[src/hw/rtl/fihos_pkg.sv]
// Shared types and constants for the fade-in / hold / fade-out sequencer.
// Used by fihos_div and fade_in_hold_out_sequencer_core; depends on nothing.
package fihos_pkg;

	localparam int DUR_W   = 16;
	localparam int STEP_W  = 17;
	localparam int LEVEL_W = 17;
	localparam int CNT_W   = 5;

	// Full brightness, 1.0 in 1/65536 units
	localparam logic [LEVEL_W-1:0] FULL_LEVEL = 17'h10000;

	// Configuration register indexes
	localparam logic [1:0] CFG_FADE_IN  = 2'd0;
	localparam logic [1:0] CFG_FADE_OUT = 2'd1;
	localparam logic [1:0] CFG_HOLD     = 2'd2;

	// Envelope phases; codes six and seven behave as done
	typedef enum logic [2:0] {
		PH_START = 3'd0,
		PH_PRIME = 3'd1,
		PH_IN    = 3'd2,
		PH_HOLD  = 3'd3,
		PH_OUT   = 3'd4,
		PH_DONE  = 3'd5
	} phase_t;

	// Tick control sequencer
	typedef enum logic [1:0] {
		CTRL_IDLE = 2'd0,
		CTRL_DIV  = 2'd1,
		CTRL_EMIT = 2'd2
	} ctrl_t;

	// Divider status seen by the top level
	typedef struct packed {
		logic busy;
		logic done;
	} div_stat_t;

endpackage

[src/hw/rtl/fade_in_hold_out_sequencer_core.sv]
// Fade-in / hold / fade-out brightness envelope sequencer, top level.
// Depends on fihos_pkg and fihos_div.
//
// Each accepted item is one refresh tick and yields exactly one result item
// carrying the new level (1/65536 units), a level_set flag and the phase after
// the tick. A tick that computes a fade fraction is accepted, runs through the
// bit-serial divider (one quotient bit per cycle), has its level formed into
// the pending register and is then loaded into the output register once it is
// free. Other ticks skip the divider. One tick is in work at a time; the output
// register lets the next tick be accepted while a result waits to be taken.
// Configuration writes are always ready and should be made while idle.
module fade_in_hold_out_sequencer_core (
	input  logic                            clk,
	input  logic                            arst_n,
	// configuration write channel
	input  logic                            cfg_valid,
	output logic                            cfg_ready,
	input  logic [1:0]                      cfg_index,
	input  logic [fihos_pkg::DUR_W-1:0]     cfg_data,
	// tick input channel
	input  logic                            in_valid,
	output logic                            in_stall,
	input  logic [fihos_pkg::DUR_W-1:0]     elapsed_ms,
	input  logic                            stop_hold,
	// result channel
	output logic                            out_valid,
	input  logic                            out_stall,
	output logic [fihos_pkg::LEVEL_W-1:0]   fade_level,
	output logic                            level_set,
	output logic [2:0]                      phase
);

	// configuration registers
	logic [fihos_pkg::DUR_W-1:0]   fade_in_q;
	logic [fihos_pkg::DUR_W-1:0]   fade_out_q;
	logic [fihos_pkg::DUR_W-1:0]   hold_q;

	// envelope state
	fihos_pkg::phase_t             phase_q;
	logic [fihos_pkg::STEP_W-1:0]  step_q;
	logic                          hold_cancelled_q;

	// pending result of the tick in work
	logic [fihos_pkg::LEVEL_W-1:0] pend_level_q;
	logic                          pend_set_q;
	logic                          pend_sub_q;

	// output register
	logic                          out_valid_q;
	logic [fihos_pkg::LEVEL_W-1:0] out_level_q;
	logic                          out_set_q;
	logic [2:0]                    out_phase_q;

	fihos_pkg::ctrl_t              ctrl_q;
	fihos_pkg::ctrl_t              ctrl_d;

	logic                          accept;
	logic                          div_start;
	logic                          out_load;

	// tick decode
	fihos_pkg::phase_t             phase_d;
	logic [fihos_pkg::STEP_W-1:0]  step_d;
	logic [fihos_pkg::STEP_W-1:0]  step_sum;
	logic [fihos_pkg::DUR_W-1:0]   hold_eff;
	logic                          hc_d;
	logic                          need_div;
	logic                          sub_d;
	logic [fihos_pkg::DUR_W-1:0]   div_divisor;
	logic [fihos_pkg::LEVEL_W-1:0] level_d;
	logic                          set_d;

	fihos_pkg::div_stat_t          div_stat;
	logic [fihos_pkg::DUR_W-1:0]   div_quot;
	logic [fihos_pkg::LEVEL_W-1:0] div_level;

	assign cfg_ready = 1'b1;

	// Write configuration registers; ignore unknown indexes
	always_ff @(posedge clk or negedge arst_n) begin
		if (!arst_n) begin
			fade_in_q  <= '0;
			fade_out_q <= '0;
			hold_q     <= '0;
		end else if (cfg_valid && cfg_ready) begin
			unique case (cfg_index)
				fihos_pkg::CFG_FADE_IN:  fade_in_q  <= cfg_data;
				fihos_pkg::CFG_FADE_OUT: fade_out_q <= cfg_data;
				fihos_pkg::CFG_HOLD:     hold_q     <= cfg_data;
				default: ;
			endcase
		end
	end

	// Decode one tick against the current phase
	always_comb begin
		hc_d        = hold_cancelled_q | stop_hold;
		hold_eff    = hc_d ? '0 : hold_q;
		step_sum    = step_q + {1'b0, elapsed_ms};
		phase_d     = phase_q;
		step_d      = step_q;
		level_d     = '0;
		set_d       = 1'b0;
		need_div    = 1'b0;
		sub_d       = 1'b0;
		div_divisor = fade_in_q;
		unique case (phase_q)
			fihos_pkg::PH_START, fihos_pkg::PH_PRIME: begin
				set_d   = fade_in_q != '0;
				step_d  = '0;
				phase_d = (phase_q == fihos_pkg::PH_START) ?
					fihos_pkg::PH_PRIME : fihos_pkg::PH_IN;
			end
			fihos_pkg::PH_IN: begin
				set_d = 1'b1;
				if (step_q < {1'b0, fade_in_q}) begin
					need_div = 1'b1;
					step_d   = step_sum;
				end else begin
					level_d = fihos_pkg::FULL_LEVEL;
					step_d  = '0;
					phase_d = fihos_pkg::PH_HOLD;
				end
			end
			fihos_pkg::PH_HOLD: begin
				if (step_q < {1'b0, hold_eff}) begin
					step_d = step_sum;
				end else begin
					step_d  = '0;
					phase_d = fihos_pkg::PH_OUT;
				end
			end
			fihos_pkg::PH_OUT: begin
				set_d       = 1'b1;
				div_divisor = fade_out_q;
				if (fade_out_q != '0 && step_q < {1'b0, fade_out_q}) begin
					need_div = 1'b1;
					sub_d    = 1'b1;
					step_d   = step_sum;
				end else begin
					level_d = (fade_out_q != '0) ? '0 : fihos_pkg::FULL_LEVEL;
					step_d  = '0;
					phase_d = fihos_pkg::PH_DONE;
				end
			end
			default: ;
		endcase
	end

	// Next state of the tick sequencer
	always_comb begin
		ctrl_d = ctrl_q;
		unique case (ctrl_q)
			fihos_pkg::CTRL_IDLE: begin
				if (accept)
					ctrl_d = need_div ? fihos_pkg::CTRL_DIV : fihos_pkg::CTRL_EMIT;
			end
			fihos_pkg::CTRL_DIV: begin
				if (div_stat.done)
					ctrl_d = fihos_pkg::CTRL_EMIT;
			end
			fihos_pkg::CTRL_EMIT: begin
				if (out_load)
					ctrl_d = fihos_pkg::CTRL_IDLE;
			end
			default: ctrl_d = fihos_pkg::CTRL_IDLE;
		endcase
	end

	// Sequencer outputs
	always_comb begin
		in_stall  = ctrl_q != fihos_pkg::CTRL_IDLE;
		accept    = in_valid && !in_stall;
		div_start = accept && need_div;
		out_load  = (ctrl_q == fihos_pkg::CTRL_EMIT) && (!out_valid_q || !out_stall);
	end

	always_ff @(posedge clk or negedge arst_n) begin
		if (!arst_n)
			ctrl_q <= fihos_pkg::CTRL_IDLE;
		else
			ctrl_q <= ctrl_d;
	end

	// Advance envelope state on each accepted tick
	always_ff @(posedge clk or negedge arst_n) begin
		if (!arst_n) begin
			phase_q          <= fihos_pkg::PH_START;
			step_q           <= '0;
			hold_cancelled_q <= 1'b0;
		end else if (accept) begin
			phase_q          <= phase_d;
			step_q           <= step_d;
			hold_cancelled_q <= hc_d;
		end
	end

	fihos_div u_div (
		.clk      (clk),
		.arst_n   (arst_n),
		.start    (div_start),
		.dividend (step_q[fihos_pkg::DUR_W-1:0]),
		.divisor  (div_divisor),
		.stat     (div_stat),
		.quot     (div_quot)
	);

	// Turn the quotient into a level, inverted during fade-out
	assign div_level = pend_sub_q ?
		fihos_pkg::FULL_LEVEL - {1'b0, div_quot} : {1'b0, div_quot};

	// Hold the pending result until the output register is free
	always_ff @(posedge clk) begin
		if (accept) begin
			pend_level_q <= level_d;
			pend_set_q   <= set_d;
			pend_sub_q   <= sub_d;
		end else if (ctrl_q == fihos_pkg::CTRL_DIV && div_stat.done) begin
			pend_level_q <= div_level;
		end
	end

	// Output register: valid is control, payload loads with it
	always_ff @(posedge clk or negedge arst_n) begin
		if (!arst_n)
			out_valid_q <= 1'b0;
		else if (out_load)
			out_valid_q <= 1'b1;
		else if (!out_stall)
			out_valid_q <= 1'b0;
	end

	always_ff @(posedge clk) begin
		if (out_load) begin
			out_level_q <= pend_level_q;
			out_set_q   <= pend_set_q;
			out_phase_q <= phase_q;
		end
	end

	assign out_valid  = out_valid_q;
	assign fade_level = out_level_q;
	assign level_set  = out_set_q;
	assign phase      = out_phase_q;

endmodule

[src/hw/rtl/fihos_div.sv]
// Bit-serial restoring divider: quotient of (dividend << 16) / divisor.
// Requires dividend < divisor. Depends on fihos_pkg.
module fihos_div (
	input  logic                         clk,
	input  logic                         arst_n,
	input  logic                         start,
	input  logic [fihos_pkg::DUR_W-1:0]  dividend,
	input  logic [fihos_pkg::DUR_W-1:0]  divisor,
	output fihos_pkg::div_stat_t         stat,
	output logic [fihos_pkg::DUR_W-1:0]  quot
);

	logic [fihos_pkg::DUR_W-1:0] rem_q;
	logic [fihos_pkg::DUR_W-1:0] dsr_q;
	logic [fihos_pkg::DUR_W-1:0] quot_q;
	logic [fihos_pkg::CNT_W-1:0] cnt_q;
	logic                        busy_q;
	logic                        done_q;

	logic [fihos_pkg::DUR_W:0]   shifted;
	logic [fihos_pkg::DUR_W:0]   diff;
	logic                        ge;

	// One quotient bit per cycle: shift remainder, trial subtract
	always_comb begin
		shifted = {rem_q, 1'b0};
		ge      = shifted >= {1'b0, dsr_q};
		diff    = shifted - {1'b0, dsr_q};
	end

	// Control: count down the quotient bits, pulse done after the last
	always_ff @(posedge clk or negedge arst_n) begin
		if (!arst_n) begin
			busy_q <= 1'b0;
			done_q <= 1'b0;
			cnt_q  <= '0;
		end else begin
			done_q <= 1'b0;
			if (start) begin
				busy_q <= 1'b1;
				cnt_q  <= fihos_pkg::CNT_W'(fihos_pkg::DUR_W);
			end else if (busy_q) begin
				cnt_q <= cnt_q - fihos_pkg::CNT_W'(1);
				if (cnt_q == fihos_pkg::CNT_W'(1)) begin
					busy_q <= 1'b0;
					done_q <= 1'b1;
				end
			end
		end
	end

	// Datapath: load operands, then shift quotient bits in
	always_ff @(posedge clk) begin
		if (start) begin
			rem_q  <= dividend;
			dsr_q  <= divisor;
			quot_q <= '0;
		end else if (busy_q) begin
			rem_q  <= ge ? diff[fihos_pkg::DUR_W-1:0] : shifted[fihos_pkg::DUR_W-1:0];
			quot_q <= {quot_q[fihos_pkg::DUR_W-2:0], ge};
		end
	end

	assign stat.busy = busy_q;
	assign stat.done = done_q;
	assign quot      = quot_q;

endmodule
[config.mk]
export PLATFORM = sky130hd
export DESIGN_NAME = fade_in_hold_out_sequencer_core
export DESIGN_NICKNAME = d
export VERILOG_FILES = /design/src/hw/rtl/fihos_pkg.sv /design/src/hw/rtl/fade_in_hold_out_sequencer_core.sv /design/src/hw/rtl/fihos_div.sv
export SDC_FILE = /design/constraint.sdc
export NUM_CORES = 1
export LEC_CHECK = 0
export BUFFER_PORTS_ARGS = -buffer_cell sky130_fd_sc_hd__buf_2
export CAP_MARGIN = 20
export CORE_MARGIN = 10
export CORE_UTILIZATION = 40
export CTS_CLUSTER_DIAMETER = 150
export DETAILED_ROUTE_END_ITERATION = 12
export PLACE_DENSITY_LB_ADDON = 0.3
export SETUP_SLACK_MARGIN = 0.15
export SKIP_LAST_GASP = 1
export SLEW_MARGIN = 20
export SYNTH_ARGS = -nofsm -noshare
export SYNTH_HDL_FRONTEND = slang
export SYNTH_SLANG_ARGS = --single-unit
[constraint.sdc]
create_clock -name clk -period 8.59 [get_ports clk]
set_clock_uncertainty 0.05 [all_clocks]
set_input_delay 0.859 -clock clk [delete_from_list [all_inputs] [get_ports clk]]
set_output_delay 0.859 -clock clk [all_outputs]
set_load 0.03 [all_outputs]
After elaboration in Yosys (flattened, before gate mapping)

Index checks and enable logic that the tools add are counted.

Bits in read-only memories: 0
Bits in writable memories: 0
Output and inout port bits: 24
Register bits: 167
Logic and storage cells: 111
Memories: 0
Latch bits: 0

Multiply operators: 0
Add/sub/neg operators: 4
Bitwise operators: 1
Shifts and indexed selects: 0
Order comparisons: 4
Muxes and demuxes: 40
Reduce and logical (&&, ||, !) cells: 26
Div/mod/pow operators: 0
Equality and inequality tests: 16

Operators with widths:

| cell                   | count |
|---|---|
| $mux 17                | 9 |
| $mux 16                | 5 |
| $pmux 17 s4            | 1 |
| $lt 17x16->1           | 3 |
| $pmux 17 s2            | 1 |
| $reduce_bool 16->1     | 2 |
| $add 17x16->17         | 1 |
| $ge 17x16->1           | 1 |
| $sub 17x16->17 const A | 1 |
| $sub 16x16->16         | 1 |
| $pmux 3 s4             | 1 |
| $mux 1                 | 10 |
| $mux 2                 | 5 |
| $mux 5                 | 2 |
| $ne 2x2->1 const B     | 5 |
| $mux 3                 | 3 |
| $reduce_and 2->1       | 4 |
| $eq 3x2->1 const B     | 2 |
| $pmux 2 s3             | 1 |
| $reduce_bool 2->1      | 3 |
| $eq 5x1->1 const B     | 1 |
| $logic_and 1x1->1      | 5 |
| $reduce_and 5->1       | 1 |
| $sub 5x1->5 const B    | 1 |
| other kinds (14)       | 22 |

Logic depth before layout (Yosys ltp)

Depth after elaboration: 7
Depth in mapped cells: 13

Modules after synthesis

From an unflattened synthesis, not the netlist that was laid out.

Cells, all modules: 940
Area, all modules: 9630.5 um^2

By module, submodules not included:

| module                          | area an instance (um^2) | cells each | times used | seq. area each (um^2) |
|---|---|---|---|---|
| fade_in_hold_out_sequencer_core | 6587.6                  | 636        | 1          | 3002.9 |
| fihos_div                       | 3042.9                  | 304        | 1          | 1456.4 |

Worst setup path after synthesis

OpenSTA, ideal clock, no wires.

Path type: in2reg
From: input port stop_hold
To: register step_q[12] in the netlist's numbering
Data required time: 8419 ps
Setup slack: 5350 ps
Stages on the path: 13
Arrival: 3069 ps
Path through: nor2_1 > clkbuf_1 > nand2_1 > ha_1 > a21o_1 > a21o_1 > a211oi_1 > o41ai_1 > a21oi_1 > a211oi_1 > nor2_1 > buf_2 > a22o_1

Cells in the longest elaborated chain, start to end: 5

Ends and longest elaborated chain:

| item                   | line                                   | text |
|---|---|---|
| start: declaration     | fade_in_hold_out_sequencer_core.sv:24  | `input logic stop_hold,` |
| $or 1x1->1             | fade_in_hold_out_sequencer_core.sv:97  | `hc_d = hold_cancelled_q \| stop_hold;` |
| $mux 16                | fade_in_hold_out_sequencer_core.sv:98  | `hold_eff = hc_d ? '0 : hold_q;` |
| $lt 17x16->1           | fade_in_hold_out_sequencer_core.sv:126 | `if (step_q < {1'b0, hold_eff}) begin` |
| $mux 17                | fade_in_hold_out_sequencer_core.sv:126 |  |
| $pmux 17 s4            | fade_in_hold_out_sequencer_core.sv:107 | `unique case (phase_q)` |
| end signal: assignment | fade_in_hold_out_sequencer_core.sv:193 | `step_q <= step_d;` |
| end: declaration       | fade_in_hold_out_sequencer_core.sv:40  | `logic [fihos_pkg::STEP_W-1:0] step_q;` |

No other way between the ends.
A chain may end at the register's enable or synchronous reset.

Worst setup path after layout

From: input port stop_hold
To: register step_q[9] in the netlist's numbering

The elaborated chain is that of the path after synthesis.

==> key figures <==
Status
  – Status: finished clean

Clock network
  – Hold-fix buffers at CTS: 0
  – # Post-CTS Setup Buffers: 0
  – Clock Latency Late Sink: 420 ps
  – Htree depth: 4
  – Post-CTS resize count: 0
  – Max Root-Sink Buffers: 2
  – CTS root buffer: clkbuf_16
  – CTS tree: yes
  – Reg clk slew, reported paths: 70 ps
  – CTS Sinks: 167
  – CTS Buf Count: 17

Drt
  – Vias per std cell: 5.162
  – Initial DRC count: 362
  – Via count: 6,659
  – Drt pass-1 iters: 5
  – Drt wl/cell: 15.70 microns
  – Residual DRC: 0
  – Routed WL: 20,250 microns
  – Post-route ant nets: 0

Synthesis
  – Mean Syn Cell Area: 10.48 sq um
  – Syn Nets: 1,020
  – Synth Register Bits: 167
  – Sequential fraction of the synthesis area: 47.39%
  – Syn Inst Count: 898
  – Unique masters post-synth: 66
  – Async set or reset register ratio after synthesis: 47.31%
  – Post-synth EDFFs: 72
  – Cell area after synthesis: 0.009409 sq mm
  – Ys flop type: dfrtp_1
  – Ys Warns: 0

STA
  – Period utilisation layout: 44.07%
  – Fin Setup TNS: 0 ps
  – Max Slew Vio Count: 0
  – RSZ-0062 raised after global routing: no
  – Setup violations, final: 0
  – Slew margin rel.: 35.15%
  – FMAX: 264.1 MHz
  – Final worst path period need: 3786 ps
  – Hold Fails Final Rpt: 0
  – Worst Tran Pin Value: 969.1 ps

Cells and area
  – # diodes: 0
  – Layout cells sized above 1: 16.79%
  – # fillers: 2,210
  – Non-Filler Instances: 1,290
  – Multi-input logic area: 0.004617 sq mm
  – Final Net Count: 1,080
  – Sequential cell area: 0.004461 sq mm
  – Area grow syn2layout: 13.42%

Die
  – DIE WIDTH: 173.4 microns
  – Core Box Area: 0.02333 sq mm
  – Die ar.: 0.03006 sq mm
  – Rows: 56
  – Die H: 173.4 microns
  – Initial core utilization: 40.33%
  – IO Count: 64

GRT
  – First-pass GRT wire length: 34,220 microns
  – Vias in the first global route: 6,737
  – Largest net degree at the start of global routing: 80
  – Initial antenna violation count: 0
  – GRT met3 Usage: 2.374%
  – Grt met1 use: 17.60%
  – Met2 Use GR: 22.48%
  – Most Crowded Layer GR: met2
  – Total gr overflow: 0
  – GRT Overall Usage: 13.66%

Worst setup path
  – Setup crit start kind: input port
  – Flop2flop setup slack: 4970 ps
  – Critical path fanouts, max: 15
  – Crit path capture type: flip-flop
  – FF-to-FF Start: hold_cancelled_q
  – Required @ worst endpoint: 8890 ps
  – Worst-case reg-to-reg path depth: 11
  – Crit Path Class: in -> reg
  – Critical path data arrival time: 4090 ps
  – RR Endpoint: step_q[9]

Power
  – Clock Power Share: 20.0%
  – VDD IR max: 0.0001423 V
  – Flop pwr share: 37.5%
  – Logic pwr share: 42.5%
  – Switching share of total power: 39.27%
  – Int Power: 2.341 mW
  – NetSw: 1.514 mW
  – Static Leak: 4.676 nW
  – PD cells: 361.2 mW/mm^2

Flow run
  – Max-cap viol count: 0

Place
  – Placed cells: 1,258
  – Port-buffer cells: 62
  – Detail Placement HPWL: 15,390 microns
  – Placer Congestion: 0.8055

Min path
  – Hold path startpoint: pend_level_q[0]
  – WHS Path Cells: 0
  – Hold Crit Endpoint: fade_level[0]
  – Hold crit path type: reg -> reg
[cells in the final DEF, fill, tap and decap left out, types with 20 or more instances in the layout]
| master | Yosys | final |
|---|---|---|
| mux2i_1 | 27 | 27 |
| ha_1 | 80 | 80 |
| nor2_1 | 72 | 72 |
| buf_2 | 5 | 61 |
| xnor2_1 | 22 | 22 |
| dfrtp_1 | 79 | 78 |
| a21oi_1 | 40 | 39 |
| nand2_1 | 95 | 94 |
| xor2_1 | 20 | 20 |
| o21ai_0 | 67 | 67 |
| mux2_2 | 45 | 45 |
| edfxtp_1 | 72 | 72 |
| inv_1 | 64 | 64 |
[cell usage after synthesis (13+ instances only)]
cell | number | share of area (%)
nand2_1 | 95 | 3.8
ha_1 | 80 | 11
dfrtp_1 | 79 | 21
edfxtp_1 | 72 | 23
nor2_1 | 72 | 2.9
o21ai_0 | 67 | 3.6
inv_1 | 64 | 2.6
mux2_2 | 45 | 5.4
a21oi_1 | 40 | 2.1
mux2i_1 | 27 | 2.9
xnor2_1 | 22 | 2.0
xor2_1 | 20 | 1.9
dfxtp_1 | 16 | 3.4
clkbuf_1 | 15 | 0.60
nand3_1 | 13 | 0.69
[registers in the layout (all words and copies together), names as in the netlist]
signal,cells
u_div.cnt_q,5
level_set,1
ctrl_q,2
out_valid,1
u_div.busy_q,1
u_div.quot,16
u_div.done_q,1
fade_level,17
u_div.rem_q,16
phase,3
pend_sub_q,1
fade_out_q,16
fade_in_q,16
phase_q,3
step_q,17
hold_q,16
pend_level_q,17
pend_set_q,1
hold_cancelled_q,1
u_div.dsr_q,16
[metrics by stage]
step	setup WS, ps	hold WS (ps)	power [mW]	cell area [sq um]	utilization (%)
CTS	4792	366.6	3.892	10660	45.68
finish	4804	369.2	3.855	10670	45.74
detailed placement	4355	354.5	3.108	10050	43.08
global route	4468	376.9	4.180	10670	45.74
global placement	4458	352.6	3.075	10050	43.08
floorplan	5350	350.3	2.704	9409	-
[final cells by class]
cell class,instances,area share (%)
clock inverters,15,1.712
multi-input cells,642,43.26
clock buffers,17,3.986
well taps,319,3.740
repair buffers,66,3.248
inverters,64,2.251
flip-flops and latches,167,41.80
[metal layers]
| metal | wire length, microns | up-vias |
|---|---|---|
| met4 | 421 | 0 |
| met3 | 528 | 20 |
| met5 | 0 | - |
| met2 | 9637 | 111 |
| met1 | 9659 | 3175 |
| li1 | - | 3353 |
[cell families (layout without fill, tap and decap cells)]
group	Yosys count	after routing	share of synthesized area (%)
AOI/OAI and AO/OA	187	187	12.87
xor gates and xnor gates	42	42	3.910
adders and majority gates	82	82	11.06
buffers and inverters	89	162	3.737
DFF	167	167	47.39
muxes	72	72	8.258
other	1	1	0.03986
and+or+nand+nor	258	258	12.73
[worst max path at each step]
stage	startpoint	end	slack, ps	cells past startpoint
floorplan	stop_hold	step_q[12]	5350	13
CTS	stop_hold	step_q[9]	4790	12
global placement	stop_hold	step_q[9]	4460	12
finish	stop_hold	step_q[9]	4800	12
global route	stop_hold	step_q[9]	4470	12
detailed placement	stop_hold	step_q[9]	4360	12
[power by group through the flow]
stage	Combinational (mW)	Sequential (mW)	Clock (mW)
floorplan	1.28	1.43	0
global placement	1.62	1.45	0
detailed placement	1.64	1.46	0
CTS	1.66	1.45	0.788
global route	1.87	1.49	0.822
finish	1.64	1.45	0.770
[critical path: stages]
cell and delay, ps:
buf_2 120, nor2_1 750, nand2_1 140, ha_1 320, a21o_1 160, a21o_1 170
a211oi_1 220, o41ai_1 80, a21oi_1 200, a211oi_1 120, nor2_1 650, a32o_1 280
(Power assumes the default switching activity.)
